**src/sv/rnp_pkg.sv**
```systemverilog
package rnp_pkg;

  localparam int DEF_MAX_ELEMENTS = 16;
  localparam int DEF_NUM_WIDTH    = 32;
  localparam int LEN_W            = 5;
  localparam logic [LEN_W-1:0] LEN_RESET = 5'd16;

  typedef enum logic [1:0] {
    OP_LOAD = 2'd0,
    OP_READ = 2'd1,
    OP_ADV  = 2'd2,
    OP_SKIP = 2'd3
  } op_e;

  typedef enum logic [1:0] {
    ST_OK  = 2'd0,
    ST_END = 2'd1,
    ST_BAD = 2'd2
  } status_e;

  typedef enum logic [1:0] {
    WSEL_IN  = 2'd0,
    WSEL_A   = 2'd1,
    WSEL_B   = 2'd2,
    WSEL_TMP = 2'd3
  } wsel_e;

  typedef struct packed {
    op_e                opcode;
    logic [3:0]         position;
    logic signed [31:0] numerator;
    logic [31:0]        denominator;
  } in_word_t;

  typedef struct packed {
    status_e            status;
    logic [3:0]         pivot_index;
    logic signed [31:0] read_numerator;
    logic [31:0]        read_denominator;
  } out_word_t;

  typedef struct packed {
    logic  cap;
    logic  rd;
    logic  a_tmp;
    logic  mul1;
    logic  mul2;
    logic  cmp;
    logic  we;
    wsel_e wsel;
    logic  tmp_ld;
    logic  out_ld;
    logic  out_rd;
  } dp_cmd_t;

endpackage

```
**src/sv/rnp_ctrl.sv**
```systemverilog
module rnp_ctrl #(
  parameter int MAX_ELEMENTS = 16,
  localparam int IW          = $clog2(MAX_ELEMENTS)
) (
  input  logic                      clk_i,
  input  logic                      rst_ni,
  input  logic                      in_valid_i,
  output logic                      in_stall_o,
  input  rnp_pkg::op_e              opcode_i,
  input  logic [3:0]                position_i,
  output logic                      out_valid_o,
  input  logic                      out_stall_i,
  output rnp_pkg::status_e          status_o,
  output logic [3:0]                pivot_o,
  input  logic                      cfg_valid_i,
  output logic                      cfg_ready_o,
  input  logic [rnp_pkg::LEN_W-1:0] cfg_data_i,
  input  logic                      lt_i,
  output rnp_pkg::dp_cmd_t          cmd_o,
  output logic [IW-1:0]             addr_a_o,
  output logic [IW-1:0]             addr_b_o,
  output logic [IW-1:0]             waddr_o
);
  import rnp_pkg::*;

  typedef enum logic [4:0] {
    S_IDLE, S_DECODE, S_FINISH,
    S_CMP_RD, S_CMP_M1, S_CMP_M2, S_CMP_C,
    S_SW_RD, S_SW_W1, S_SW_W2,
    S_REV_CHK, S_REV_NEXT,
    S_ADV_START, S_ADV_CHK, S_ADV_LCHK, S_ADV_LRES, S_ADV_SWAP, S_ADV_REV, S_ADV_DONE,
    S_SK_CMP, S_SK_CHK, S_SK_RD, S_SK_WR, S_SK_TST, S_SK_MORE, S_SK_PUT
  } state_e;

  state_e state_q, cret_q, sret_q, rret_q;
  op_e op_q;
  logic [3:0] pos_q;
  logic [LEN_W-1:0] len_q;
  logic [IW-1:0] p_q, l_q, lo_q, hi_q, ca_q, cb_q, sa_q, sb_q;
  logic ctmp_q, rd_q, out_valid_q;
  status_e st_q, out_st_q;
  logic [3:0] pv_q, out_pv_q;

  logic pos_oor, len_big, len_small, out_free;
  logic [IW-1:0] pos_ix, last_ix;

  assign pos_oor   = 32'(pos_q) >= 32'(MAX_ELEMENTS);
  assign len_big   = 32'(len_q) > 32'(MAX_ELEMENTS);
  assign len_small = len_q < LEN_W'(2);
  assign pos_ix    = IW'(pos_q);
  assign last_ix   = IW'(len_q - LEN_W'(1));
  assign out_free  = !out_valid_q || !out_stall_i;

  always_comb begin
    cmd_o    = '0;
    cmd_o.wsel = WSEL_IN;
    addr_a_o = '0;
    addr_b_o = '0;
    waddr_o  = '0;
    unique case (state_q)
      S_IDLE: cmd_o.cap = in_valid_i;
      S_DECODE: begin
        if (op_q == OP_LOAD && !pos_oor) begin
          cmd_o.we = 1'b1;
          waddr_o  = pos_ix;
        end else if (op_q == OP_READ && !pos_oor) begin
          cmd_o.rd = 1'b1;
          addr_a_o = pos_ix;
        end
      end
      S_CMP_RD: begin
        cmd_o.rd    = 1'b1;
        cmd_o.a_tmp = ctmp_q;
        addr_a_o    = ca_q;
        addr_b_o    = cb_q;
      end
      S_CMP_M1: cmd_o.mul1 = 1'b1;
      S_CMP_M2: cmd_o.mul2 = 1'b1;
      S_CMP_C:  cmd_o.cmp  = 1'b1;
      S_SW_RD: begin
        cmd_o.rd = 1'b1;
        addr_a_o = sa_q;
        addr_b_o = sb_q;
      end
      S_SW_W1: begin
        cmd_o.we   = 1'b1;
        cmd_o.wsel = WSEL_B;
        waddr_o    = sa_q;
      end
      S_SW_W2: begin
        cmd_o.we   = 1'b1;
        cmd_o.wsel = WSEL_A;
        waddr_o    = sb_q;
      end
      S_SK_CHK: cmd_o.tmp_ld = lt_i;
      S_SK_RD: begin
        cmd_o.rd = 1'b1;
        addr_a_o = l_q;
        addr_b_o = l_q + IW'(1);
      end
      S_SK_WR: begin
        cmd_o.we   = 1'b1;
        cmd_o.wsel = WSEL_B;
        waddr_o    = l_q;
      end
      S_SK_PUT: begin
        cmd_o.we   = 1'b1;
        cmd_o.wsel = WSEL_TMP;
        waddr_o    = l_q;
      end
      S_FINISH: begin
        cmd_o.out_ld = out_free;
        cmd_o.out_rd = rd_q;
      end
      default: ;
    endcase
  end

  always_ff @(posedge clk_i or negedge rst_ni) begin
    if (!rst_ni) begin
      state_q     <= S_IDLE;
      len_q       <= LEN_RESET;
      out_valid_q <= 1'b0;
    end else begin
      if (cfg_valid_i) len_q <= cfg_data_i;
      if (state_q == S_FINISH && out_free) out_valid_q <= 1'b1;
      else if (out_valid_q && !out_stall_i) out_valid_q <= 1'b0;
      unique case (state_q)
        S_IDLE: begin
          if (in_valid_i) begin
            op_q    <= opcode_i;
            pos_q   <= position_i;
            state_q <= S_DECODE;
          end
        end
        S_DECODE: begin
          pv_q <= '0;
          rd_q <= (op_q == OP_READ) && !pos_oor;
          unique case (op_q)
            OP_LOAD, OP_READ: begin
              st_q    <= pos_oor ? ST_BAD : ST_OK;
              state_q <= S_FINISH;
            end
            OP_ADV: begin
              if (len_big) begin
                st_q    <= ST_BAD;
                state_q <= S_FINISH;
              end else if (len_small) begin
                st_q    <= ST_END;
                state_q <= S_FINISH;
              end else begin
                st_q    <= ST_OK;
                p_q     <= IW'(len_q - LEN_W'(2));
                state_q <= S_ADV_START;
              end
            end
            default: begin
              if (len_small || len_big || LEN_W'(pos_q) >= len_q - LEN_W'(1)) begin
                st_q    <= ST_BAD;
                state_q <= S_FINISH;
              end else begin
                st_q    <= ST_OK;
                lo_q    <= pos_ix + IW'(1);
                hi_q    <= last_ix;
                rret_q  <= S_SK_CMP;
                state_q <= S_REV_CHK;
              end
            end
          endcase
        end
        S_CMP_RD: state_q <= S_CMP_M1;
        S_CMP_M1: state_q <= S_CMP_M2;
        S_CMP_M2: state_q <= S_CMP_C;
        S_CMP_C:  state_q <= cret_q;
        S_SW_RD:  state_q <= S_SW_W1;
        S_SW_W1:  state_q <= S_SW_W2;
        S_SW_W2:  state_q <= sret_q;
        S_REV_CHK: begin
          if (lo_q < hi_q) begin
            sa_q    <= lo_q;
            sb_q    <= hi_q;
            sret_q  <= S_REV_NEXT;
            state_q <= S_SW_RD;
          end else begin
            state_q <= rret_q;
          end
        end
        S_REV_NEXT: begin
          lo_q    <= lo_q + IW'(1);
          hi_q    <= hi_q - IW'(1);
          state_q <= S_REV_CHK;
        end
        S_ADV_START: begin
          ca_q    <= p_q;
          cb_q    <= p_q + IW'(1);
          ctmp_q  <= 1'b0;
          cret_q  <= S_ADV_CHK;
          state_q <= S_CMP_RD;
        end
        S_ADV_CHK: begin
          if (lt_i) begin
            l_q     <= last_ix;
            state_q <= S_ADV_LCHK;
          end else if (p_q == '0) begin
            st_q    <= ST_END;
            state_q <= S_FINISH;
          end else begin
            p_q     <= p_q - IW'(1);
            state_q <= S_ADV_START;
          end
        end
        S_ADV_LCHK: begin
          if ({1'b0, l_q} > {1'b0, p_q} + (IW+1)'(1)) begin
            ca_q    <= p_q;
            cb_q    <= l_q;
            ctmp_q  <= 1'b0;
            cret_q  <= S_ADV_LRES;
            state_q <= S_CMP_RD;
          end else begin
            state_q <= S_ADV_SWAP;
          end
        end
        S_ADV_LRES: begin
          if (lt_i) state_q <= S_ADV_SWAP;
          else begin
            l_q     <= l_q - IW'(1);
            state_q <= S_ADV_LCHK;
          end
        end
        S_ADV_SWAP: begin
          sa_q    <= p_q;
          sb_q    <= l_q;
          sret_q  <= S_ADV_REV;
          state_q <= S_SW_RD;
        end
        S_ADV_REV: begin
          lo_q    <= p_q + IW'(1);
          hi_q    <= last_ix;
          rret_q  <= S_ADV_DONE;
          state_q <= S_REV_CHK;
        end
        S_ADV_DONE: begin
          pv_q    <= 4'(p_q);
          state_q <= S_FINISH;
        end
        S_SK_CMP: begin
          ca_q    <= pos_ix;
          cb_q    <= pos_ix + IW'(1);
          ctmp_q  <= 1'b0;
          cret_q  <= S_SK_CHK;
          state_q <= S_CMP_RD;
        end
        S_SK_CHK: begin
          if (lt_i) begin
            l_q     <= pos_ix;
            state_q <= S_SK_RD;
          end else begin
            p_q     <= pos_ix;
            state_q <= S_ADV_START;
          end
        end
        S_SK_RD: state_q <= S_SK_WR;
        S_SK_WR: begin
          l_q     <= l_q + IW'(1);
          state_q <= S_SK_TST;
        end
        S_SK_TST: begin
          if (l_q < last_ix) begin
            ca_q    <= l_q;
            cb_q    <= l_q;
            ctmp_q  <= 1'b1;
            cret_q  <= S_SK_MORE;
            state_q <= S_CMP_RD;
          end else begin
            state_q <= S_SK_PUT;
          end
        end
        S_SK_MORE: state_q <= lt_i ? S_SK_RD : S_SK_PUT;
        S_SK_PUT: begin
          p_q     <= pos_ix;
          state_q <= S_ADV_START;
        end
        S_FINISH: begin
          if (out_free) begin
            out_st_q    <= st_q;
            out_pv_q    <= pv_q;
            state_q     <= S_IDLE;
          end
        end
        default: state_q <= S_IDLE;
      endcase
    end
  end

  assign in_stall_o  = state_q != S_IDLE;
  assign cfg_ready_o = 1'b1;
  assign out_valid_o = out_valid_q;
  assign status_o    = out_st_q;
  assign pivot_o     = out_pv_q;

endmodule

```
**config.mk**
```make
export PLATFORM = sky130hd
export DESIGN_NAME = rnp_ctrl
export DESIGN_NICKNAME = d
export VERILOG_FILES = /design/src/sv/rnp_pkg.sv /design/src/sv/rnp_ctrl.sv
export SDC_FILE = /design/constraint.sdc
export NUM_CORES = 1
export LEC_CHECK = 0
export BUFFER_PORTS_ARGS = -buffer_cell sky130_fd_sc_hd__buf_2
export CORE_UTILIZATION = 30
export CTS_CLUSTER_SIZE = 40
export DETAILED_ROUTE_END_ITERATION = 8
export PLACE_DENSITY = 0.42
export SLEW_MARGIN = 0
export SYNTH_ARGS = -nofsm -noshare
export SYNTH_HDL_FRONTEND = slang
export SYNTH_SLANG_ARGS = --single-unit
```
**constraint.sdc**
```tcl
create_clock -name clk_i -period 3.18 [get_ports clk_i]
set_input_delay 0.159 -clock clk_i [delete_from_list [all_inputs] [get_ports clk_i]]
set_output_delay 0.159 -clock clk_i [all_outputs]
set_load 0.005 [all_outputs]
```
==> After elaboration in Yosys (flattened, before gate mapping) <==
Index checks and enable logic that the tools add are counted.
{ "word_totals": {"latch_bits": 0, "regBits": 78, "memories": 0, "in_bits": 17, "out_inout_bits": 33, "ramBits": 0, "mem_bits_ro": 0} }
{ "classes": {"add_sub_neg": 10, "magnitude_cmp": 6, "n_mul": 0, "n_eq_ne": 44, "n_reduce_logical": 42, "div_mod_pow": 0, "n_mux": 81, "shift": 0, "n_bitwise": 0} }
{ "ops": {"columns": ["operator", "n"], "rows": [
  ["$pmux 5 s24", 1],
  ["$mux 4", 27],
  ["$pmux 4 s4", 6],
  ["$mux 5", 12],
  ["$eq 5x5->1 const B", 10],
  ["$eq 5x4->1 const B", 8],
  ["$pmux 4 s3", 3],
  ["$ne 2x2->1 const B", 17],
  ["$pmux 4 s2", 4],
  ["$eq 5x3->1 const B", 4],
  ["$pmux 5 s2", 2],
  ["$pmux 5 s4", 1],
  ["$reduce_and 4->1", 5],
  ["$add 4x1->4 const B", 4],
  ["$mux 1", 14],
  ["$reduce_bool 4->1", 3],
  ["$sub 4x1->4 const B", 3],
  ["$eq 5x2->1 const B", 2],
  ["$mux 2", 5],
  ["$reduce_bool 2->1", 5],
  ["$reduce_or 2->1", 5],
  ["$reduce_and 3->1", 3],
  ["$lt 4x4->1", 2],
  ["$pmux 2 s2", 2],
  ["26 further kinds", 35]
]} }

==> Logic depth before layout (Yosys ltp) <==
Gate-level depths: netlist of run 1.
{ "depth": {"depth_word": 6, "depth_mapped": 11} }

==> Worst setup path before layout of run 1 <==
OpenSTA, ideal clock, no wires.
{ "synth_path": {"kind": "reg2reg", "start": "register len_q[0]", "end": "register ca_q[0] (enable)", "setup_time_ps": 361, "required_ps": 2819, "setup_slack_ps": 347, "arrival_time_ps": 2472, "path_stages_with_launch": 11, "period_less_slack_ps": 2833, "path_cell_list": "dfrtp_1 inv_1 ha_1 xnor2_1 ha_1 a21oi_1 nand2_1 maj3_2 and2_4 a21oi_2 and3_1"} }
{ "synth_via": {"elab_chain_cells": 4} }
{ "synth_rtl": {"columns": ["element", "line_no", "text"], "rows": [
  ["from (decl)", "rnp_ctrl.sv:38", "logic [LEN_W-1:0] len_q;"],
  ["from (signal assigned)", "rnp_ctrl.sv:125", "if (cfg_valid_i) len_q <= cfg_data_i;"],
  ["$sub 5x1->5", null, null],
  ["$lt 4x4->1", "rnp_ctrl.sv:268", "if (l_q < last_ix) begin"],
  ["$ne 2x2->1 (no line)", null, null],
  ["$reduce_and 4->1 (no line)", null, null],
  ["to (signal assigned)", "rnp_ctrl.sv:214", "ca_q <= p_q;"],
  ["to (signal assigned)", "rnp_ctrl.sv:247", "ca_q <= pos_ix;"],
  ["to (signal assigned)", "rnp_ctrl.sv:269", "ca_q <= l_q;"],
  ["to (decl)", "rnp_ctrl.sv:39", "logic [IW-1:0] p_q, l_q, lo_q, hi_q, ca_q, cb_q, sa_q, sb_q;"]
]} }
Every way passes these cells.
A chain may end at the register's enable or synchronous reset.

==> Final worst setup path of run 1 <==
{ "layout_path": {"start": "register len_q[0]", "end": "register cb_q[2] (enable)"} }
{ "layout_via": {"elab_chain_cells": 4} }
{ "layout_rtl": {"columns": ["element", "line_no", "text"], "rows": [
  ["$sub 5x1->5", null, null],
  ["$lt 4x4->1", "rnp_ctrl.sv:268", null],
  ["$ne 2x2->1 (no line)", null, null],
  ["$reduce_and 4->1 (no line)", null, null],
  ["to (signal assigned)", "rnp_ctrl.sv:215", "cb_q <= l_q;"],
  ["to (signal assigned)", "rnp_ctrl.sv:248", "cb_q <= pos_ix + IW'(1);"],
  ["to (signal assigned)", "rnp_ctrl.sv:270", "cb_q <= l_q;"],
  ["to (decl)", "rnp_ctrl.sv:39", null]
]} }
Every way passes these cells.

==> impl_metrics.json, run 1 <==
{
  "yosysSeqAreaShare_pct": 42.68,
  "comb_power_share_pct": 43.0,
  "worstPathCellList": "inv_1 > ha_1 > xnor2_1 > ha_1 > a21oi_1 > nand2_1 > maj3_2 > and2_4 > a21oi_2 > and3_1 > buf_4",
  "viasPerCell": 5.521,
  "async_flop_share_pct": 15.49,
  "antenna_found_initial": 0,
  "setup_ws_ns": 0.2579,
  "power_uw": 4228,
  "finalSetupTns_ns": 0,
  "slew_viol_final": 0,
  "dp.cells": 770,
  "die_y_um": 129.4,
  "cts_setup_buffers": 0,
  "regArea_mm2": 0.002078,
  "slew-limit-headroom_pct": 58.59,
  "place_hpwl_um": 12980,
  "maxCapViolCount": 0,
  "yosysWarnings": 0,
  "die_w_um": 129.4,
  "syn_area_per_cell_um2": 9.456,
  "netSwitchingFraction_pct": 41.90,
  "multi_input_area_mm2": 0.002489,
  "min_period_ns": 2.922,
  "grt_util_all_layers_pct": 21.34,
  "fill_cells": 1677,
  "diodes": 0,
  "initial_core_util_pct": 30.66,
  "io_pins": 50,
  "clock_skew_ns": 0.004491,
  "rsz0062_at_grt": "no",
  "clock-sinks": 71,
  "grt_pass1_vias": 4294,
  "power_per_cell_area_mw_per_mm2": 735.0,
  "reg.largest.list": "cret_q x5, len_q x5, state_q x5",
  "grt_max_degree": 20,
  "cp.required_ns": 3.22,
  "pre_cts_ws_ns": 0.2559,
  "yosys_register_bits": 71,
  "synth_cell_type_count": 75,
  "worstSetupEndpointType": "register",
  "clk_pin_slew_worst_paths_ns": 0.06,
  "wl_per_cell_um": 21.30,
  "rr_startpoint": "len_q[0]",
  "syn-num-nets": 553,
  "area_delta_synth_final_pct": 18.14,
  "cts_tree": "yes",
  "gp_congestion": 0.8764,
  "vias": 4378,
  "dieArea_mm2": 0.01675,
  "ant_nets": 0,
  "ctsRootBufferMaster": "clkbuf_16",
  "hold_viol_final": 0,
  "cp_slowest_cell": "dfrtp_1",
  "holdCritStartpoint": "cfg_data_i[2]",
  "fmax_mhz": 342.2,
  "crit_path_start": "len_q[0]",
  "grt_first_pass_wirelength_um": 25610,
  "nets": 610,
  "synth_ff_type": "edfxtp_1",
  "cp.arrival_ns": 2.97,
  "rows": 46,
  "crit_path_max_incr_delay_ns": 0.44,
  "final_layout_size_suffix_gt1_share_pct": 20.80,
  "worstSkewPairLatency_ns": 0.35,
  "netlist_area_mm2": 0.004870,
  "path_common_cell": "ha_1",
  "syn_inst": 515,
  "ir_worst_vdd_v": 0.0002700,
  "path_max_fanout": 13,
  "core_area_mm2": 0.01589,
  "wl_um": 16890,
  "internal_power_uw": 2457,
  "clkPwrFrac_pct": 24.5,
  "dr.pass1.iters": 5,
  "critPathKind": "reg2reg",
  "io_buffers": 48,
  "cts_inserted_buffers": 9,
  "grt.overflow.total": 0,
  "drt_iter0_drc": 361,
  "outcome": "complete, no violations",
  "fin_area_mm2": 0.005753,
  "ctsResizeCount": 0,
  "post-route-drc-count": 0,
  "cts_hold_buffers": 7,
  "p_seq_share_pct": 32.6,
  "hp-class": "in2reg",
  "h-tree-depth": 3,
  "worst_pin_slew_ns": 0.6212,
  "dpl_cell_area_mm2": 0.005385,
  "startpoint_type": "register",
  "p_leak_uw": 0.002273,
  "cts_buffer_depth": 2,
  "fin_cells": 793,
  "setup_viol": 0,
  "p_sw_uw": 1772,
  "period_share_pct": 91.89,
  "synth_enable_flop_cells": 60
}
[synth_stat cells (4+ instances only)]
master | n | area share [%]
buf_4 | 4 | 0.62
a22oi_1 | 10 | 1.5
inv_1 | 28 | 2.2
xor2_1 | 9 | 1.6
buf_2 | 12 | 1.2
a31oi_1 | 5 | 0.64
nor4_1 | 5 | 0.64
inv_2 | 4 | 0.31
edfxtp_1 | 60 | 37
o221ai_1 | 10 | 1.8
and3_1 | 10 | 1.3
nor2_1 | 32 | 2.5
o211ai_1 | 6 | 0.92
nor2_2 | 6 | 0.77
a22o_1 | 4 | 0.72
o21ai_0 | 28 | 2.9
ha_1 | 21 | 5.4
or3_1 | 4 | 0.51
xnor2_1 | 8 | 1.4
mux2i_1 | 7 | 1.4
and2_1 | 4 | 0.51
nor2b_1 | 7 | 0.90
clkbuf_1 | 15 | 1.2
nand3_1 | 10 | 1.0
a21oi_1 | 26 | 2.7
nand2_1 | 60 | 4.6
nand2b_1 | 8 | 1.0
o21ai_1 | 13 | 1.3
a222oi_1 | 5 | 1.0
dfrtp_1 | 10 | 5.1
nor3_1 | 17 | 1.7
a221o_1 | 8 | 1.6
[worst paths after layout]
path	to	cells past startpoint	slack (ns)
worst max-delay path	cb_q[2]	11	0.26
worst min-delay path	len_q[2]	3	0.02
worst max register to register	cb_q[2]	11	0.26
worst min register to register	status_o[1]	0	0.42
max in group asynchronous	len_q[4]	3	2.60
min in group asynchronous	len_q[3]	3	0.33
[critical path, delay by kind of cell (launching register included)]
kind,cells,cell delay (ns)
XOR/XNOR,1,0.23
adder cells (fa/ha/maj),3,0.88
flip-flops,1,0.44
AND/OR/NAND/NOR,3,0.42
AO/OA/AOI/OAI,2,0.29
buffers and inverters,2,0.36
[layer usage]
metal / part of all wire (%) / track usage [%] / vias up
met4: 4.3 / 12.25 / 0
met1: 46 / 29.17 / 2164
met3: 4.9 / 2.601 / 40
met5: 0 / 0 / -
li1: - / - / 2020
met2: 45 / 32.57 / 154
[layout make-up]
class,instances,area share (%)
clock buffers,9,3.915
multi-input cells,378,43.26
inverters,32,2.088
repair buffers,80,8.656
clock inverters,7,1.261
well taps,216,4.698
flip-flops and latches,71,36.12
[cell families (layout without fill, tap and decap cells)]
kind of cell	after synthesis	after routing	share of synthesized area (%)
xor+xnor	17	17	3.058
other cells	1	1	0.07701
fa+ha+maj	22	22	5.627
flops	71	71	42.68
mux	11	11	2.364
simple gates	184	184	19.81
compound gates	143	143	20.17
buf+inv	66	128	6.218
[power by group through the flow]
stage / sequential (µW) / clock (µW) / combinational [µW]
6_report: 1380 / 1030 / 1820
5_1_grt: 1400 / 1080 / 1990
4_1_cts: 1370 / 1060 / 1810
3_5_place_dp: 1390 / 0 / 1790
3_3_place_gp: 1390 / 0 / 1800
2_1_floorplan: 1240 / 0 / 1320
[cell usage in the layout (no fill, tap or decap), types with 5 or more instances in the layout]
master,n
nand2_1,60
edfxtp_1,60
buf_2,48
nor2_1,32
inv_1,28
o21ai_0,28
a21oi_1,26
buf_4,25
ha_1,21
nor3_1,17
o21ai_1,13
nand3_1,10
a22oi_1,10
o221ai_1,10
and3_1,10
dfrtp_1,10
xor2_1,9
clkbuf_16,9
nand2b_1,8
a221o_1,8
xnor2_1,8
mux2i_1,7
nor2b_1,7
dlygate4sd3_1,7
nor2_2,6
o211ai_1,6
nor4_1,5
a222oi_1,5
a31oi_1,5
[metrics by stage]
step / hold WS, ns / util, %
3_3_place_gp: 0.1588 / 33.90
4_1_cts: 0.01399 / 36.22
6_report: 0.02196 / 36.22
3_5_place_dp: 0.1664 / 33.90
2_1_floorplan: -0.1366 / -
5_1_grt: 0.03886 / 36.22
(Power assumes the default switching activity.)
==> run 2: changes to the inputs <==
--- a/config.mk
+++ b/config.mk
@@ -9,7 +9,8 @@
 export CORE_UTILIZATION = 30
 export CTS_CLUSTER_SIZE = 40
 export DETAILED_ROUTE_END_ITERATION = 8
-export PLACE_DENSITY = 0.42
+export PLACE_DENSITY = 0.57
+export RECOVER_POWER = 100
 export SLEW_MARGIN = 0
 export SYNTH_ARGS = -nofsm -noshare
 export SYNTH_HDL_FRONTEND = slang
==> run 2 against run 1 <==
Net effect: largest cell class unchanged; register-to-register slack got worse by 0.05 ns; clock skew increased by 0.0080 ns; final area decreased by 4.4%; clock power decreased by 15%; core utilization decreased by 1.6 points; critical path type unchanged; fmax decreased by 1.6%; highest routed layer unchanged; clock-buffer cell count increased by 2; sequential share of layout area increased by 1.7 points.
==> impl_metrics.json, run 2 (synthesis results as in run 1) <==
{
  "worst-path-buf-inv": 2,
  "vias": 4344,
  "crit_path_max_incr_delay_ns": 0.78,
  "initial_core_util_pct": 30.66,
  "clk_pin_slew_worst_paths_ns": 0.06,
  "ir_worst_vdd_v": 0.0003109,
  "ctsRootBufferMaster": "clkbuf_16",
  "antenna_found_initial": 0,
  "outcome": "complete, no violations",
  "slew-limit-headroom_pct": 28.35,
  "grt.overflow.total": 0,
  "dpl_cell_area_mm2": 0.005318,
  "final_layout_size_suffix_gt1_share_pct": 12.63,
  "pre_cts_ws_ns": 0.3114,
  "startpoint_type": "register",
  "cts_setup_buffers": 0,
  "slew_viol_final": 0,
  "place_hpwl_um": 11840,
  "h-tree-depth": 3,
  "post-route-drc-count": 0,
  "cts_inserted_buffers": 9,
  "path_max_fanout": 22,
  "fin_area_mm2": 0.005502,
  "layout_commonest_cell": "nand2_1",
  "ant_nets": 0,
  "power_uw": 3911,
  "drt_iter0_drc": 445,
  "critPathKind": "reg2reg",
  "worstSkewPairLatency_ns": 0.34,
  "cp.required_ns": 3.22,
  "min_period_ns": 2.970,
  "grt_first_pass_wirelength_um": 24110,
  "gp_congestion": 0.9072,
  "die_y_um": 129.4,
  "nets": 596,
  "grt_max_degree": 38,
  "finalSetupTns_ns": 0,
  "hp-class": "in2reg",
  "cts_tree": "yes",
  "grt_pass1_vias": 4236,
  "period_share_pct": 93.39,
  "p_leak_uw": 0.002095,
  "wl_per_cell_um": 20.16,
  "core_area_mm2": 0.01589,
  "dieArea_mm2": 0.01675,
  "io_buffers": 48,
  "maxCapViolCount": 0,
  "io_pins": 50,
  "worstSetupEndpointType": "register",
  "hold_viol_final": 0,
  "fmax_mhz": 336.7,
  "setup_ws_ns": 0.2103,
  "rows": 46,
  "worstPathCellList": "inv_1 > or3_4 > nor2_1 > nand2_1 > a31oi_1 > buf_4",
  "critical-path-top-delay-family": "simple AND/OR/NAND/NOR gates",
  "setup_viol": 0,
  "rsz0062_at_grt": "no",
  "clock-sinks": 71,
  "wl_um": 15680,
  "worst_pin_slew_ns": 1.075,
  "diodes": 0,
  "power_per_cell_area_mw_per_mm2": 711.0,
  "area_delta_synth_final_pct": 12.98,
  "clock_skew_ns": 0.01251,
  "cp_slowest_cell": "dfrtp_1",
  "dr.pass1.iters": 5,
  "cp.arrival_ns": 3.01,
  "cts_buffer_depth": 2,
  "die_w_um": 129.4,
  "reg.largest.list": "cret_q x5, len_q x5, state_q x5",
  "viasPerCell": 5.584,
  "final_cell_mix": "nand2_1, edfxtp_1, nor2_1, o21ai_0, buf_2",
  "grt_util_all_layers_pct": 19.56
}
run 2: changes by cell type in the layout (fill, tap and decap cells not counted), moves of 3 or more:
| cell | before | now |
|---|---|---|
| dlygate4sd3_1 | 7 | 2 |
| nor2_2 | 6 | 3 |
| o21ai_1 | 13 | 7 |
| inv_2 | 4 | 1 |
| buf_4 | 25 | 10 |
| clkinv_1 | 0 | 3 |
| clkbuf_1 | 0 | 22 |
| buf_2 | 48 | 32 |
| nor2_1 | 32 | 37 |
| inv_1 | 28 | 31 |
| o21ai_0 | 28 | 34 |
run 2: final timing paths:
| path | end | startpoint | slack [ns] | cells after the start |
|---|---|---|---|---|
| max | l_q[0] | state_q[3] | 0.21 | 6 |
| min | pos_ix[2] | position_i[2] | 0.006 | 1 |
| max reg2reg | l_q[0] | state_q[3] | 0.21 | 6 |
| min reg2reg | status_o[0] | st_q[0] | 0.42 | 0 |
| max in group asynchronous | out_valid_o | rst_ni | 1.99 | 2 |
| min in group asynchronous | state_q[3] | rst_ni | 0.54 | 2 |
run 2: what timing repair did:
item	4_1_cts	5_1_grt
endpoints found under the hold margin	11	0
resized for setup	0	0
hold buffers	2	0
run 2: metrics by stage:
step                cells  util [%]  hold WS, ns
CTS                   778     35.17     0.001628
global placement      761     33.48       0.1128
floorplan             515         -      -0.1366
global route          778     34.63    0.0002071
detailed placement    761     33.48       0.1214
finish                778     34.63     0.005765
run 2: final cells by class:
| type | instances | area, µm² |
|---|---|---|
| Multi-Input combinational cell | 378 | 2441 |
| Clock inverter | 4 | 16.27 |
| Tap cell | 216 | 270.3 |
| Sequential cell | 71 | 2078 |
| Fill cell | 1666 | 10380 |
| Timing Repair Buffer | 66 | 342.8 |
| Clock buffer | 11 | 232.7 |
| Inverter | 32 | 120.1 |
run 2: per-layer routing:
metal | part of all wire (%) | GRT usage (%)
met1 | 43 | 25.59
met2 | 46 | 31.28
met3 | 7.4 | 3.427
met4 | 3.3 | 9.412
met5 | 0 | 0
run 2: report_power, final:
part           total, µW  internal, µW  switching, µW
Sequential          1370          1180            195
Clock                878           514            364
Combinational       1660           590           1070
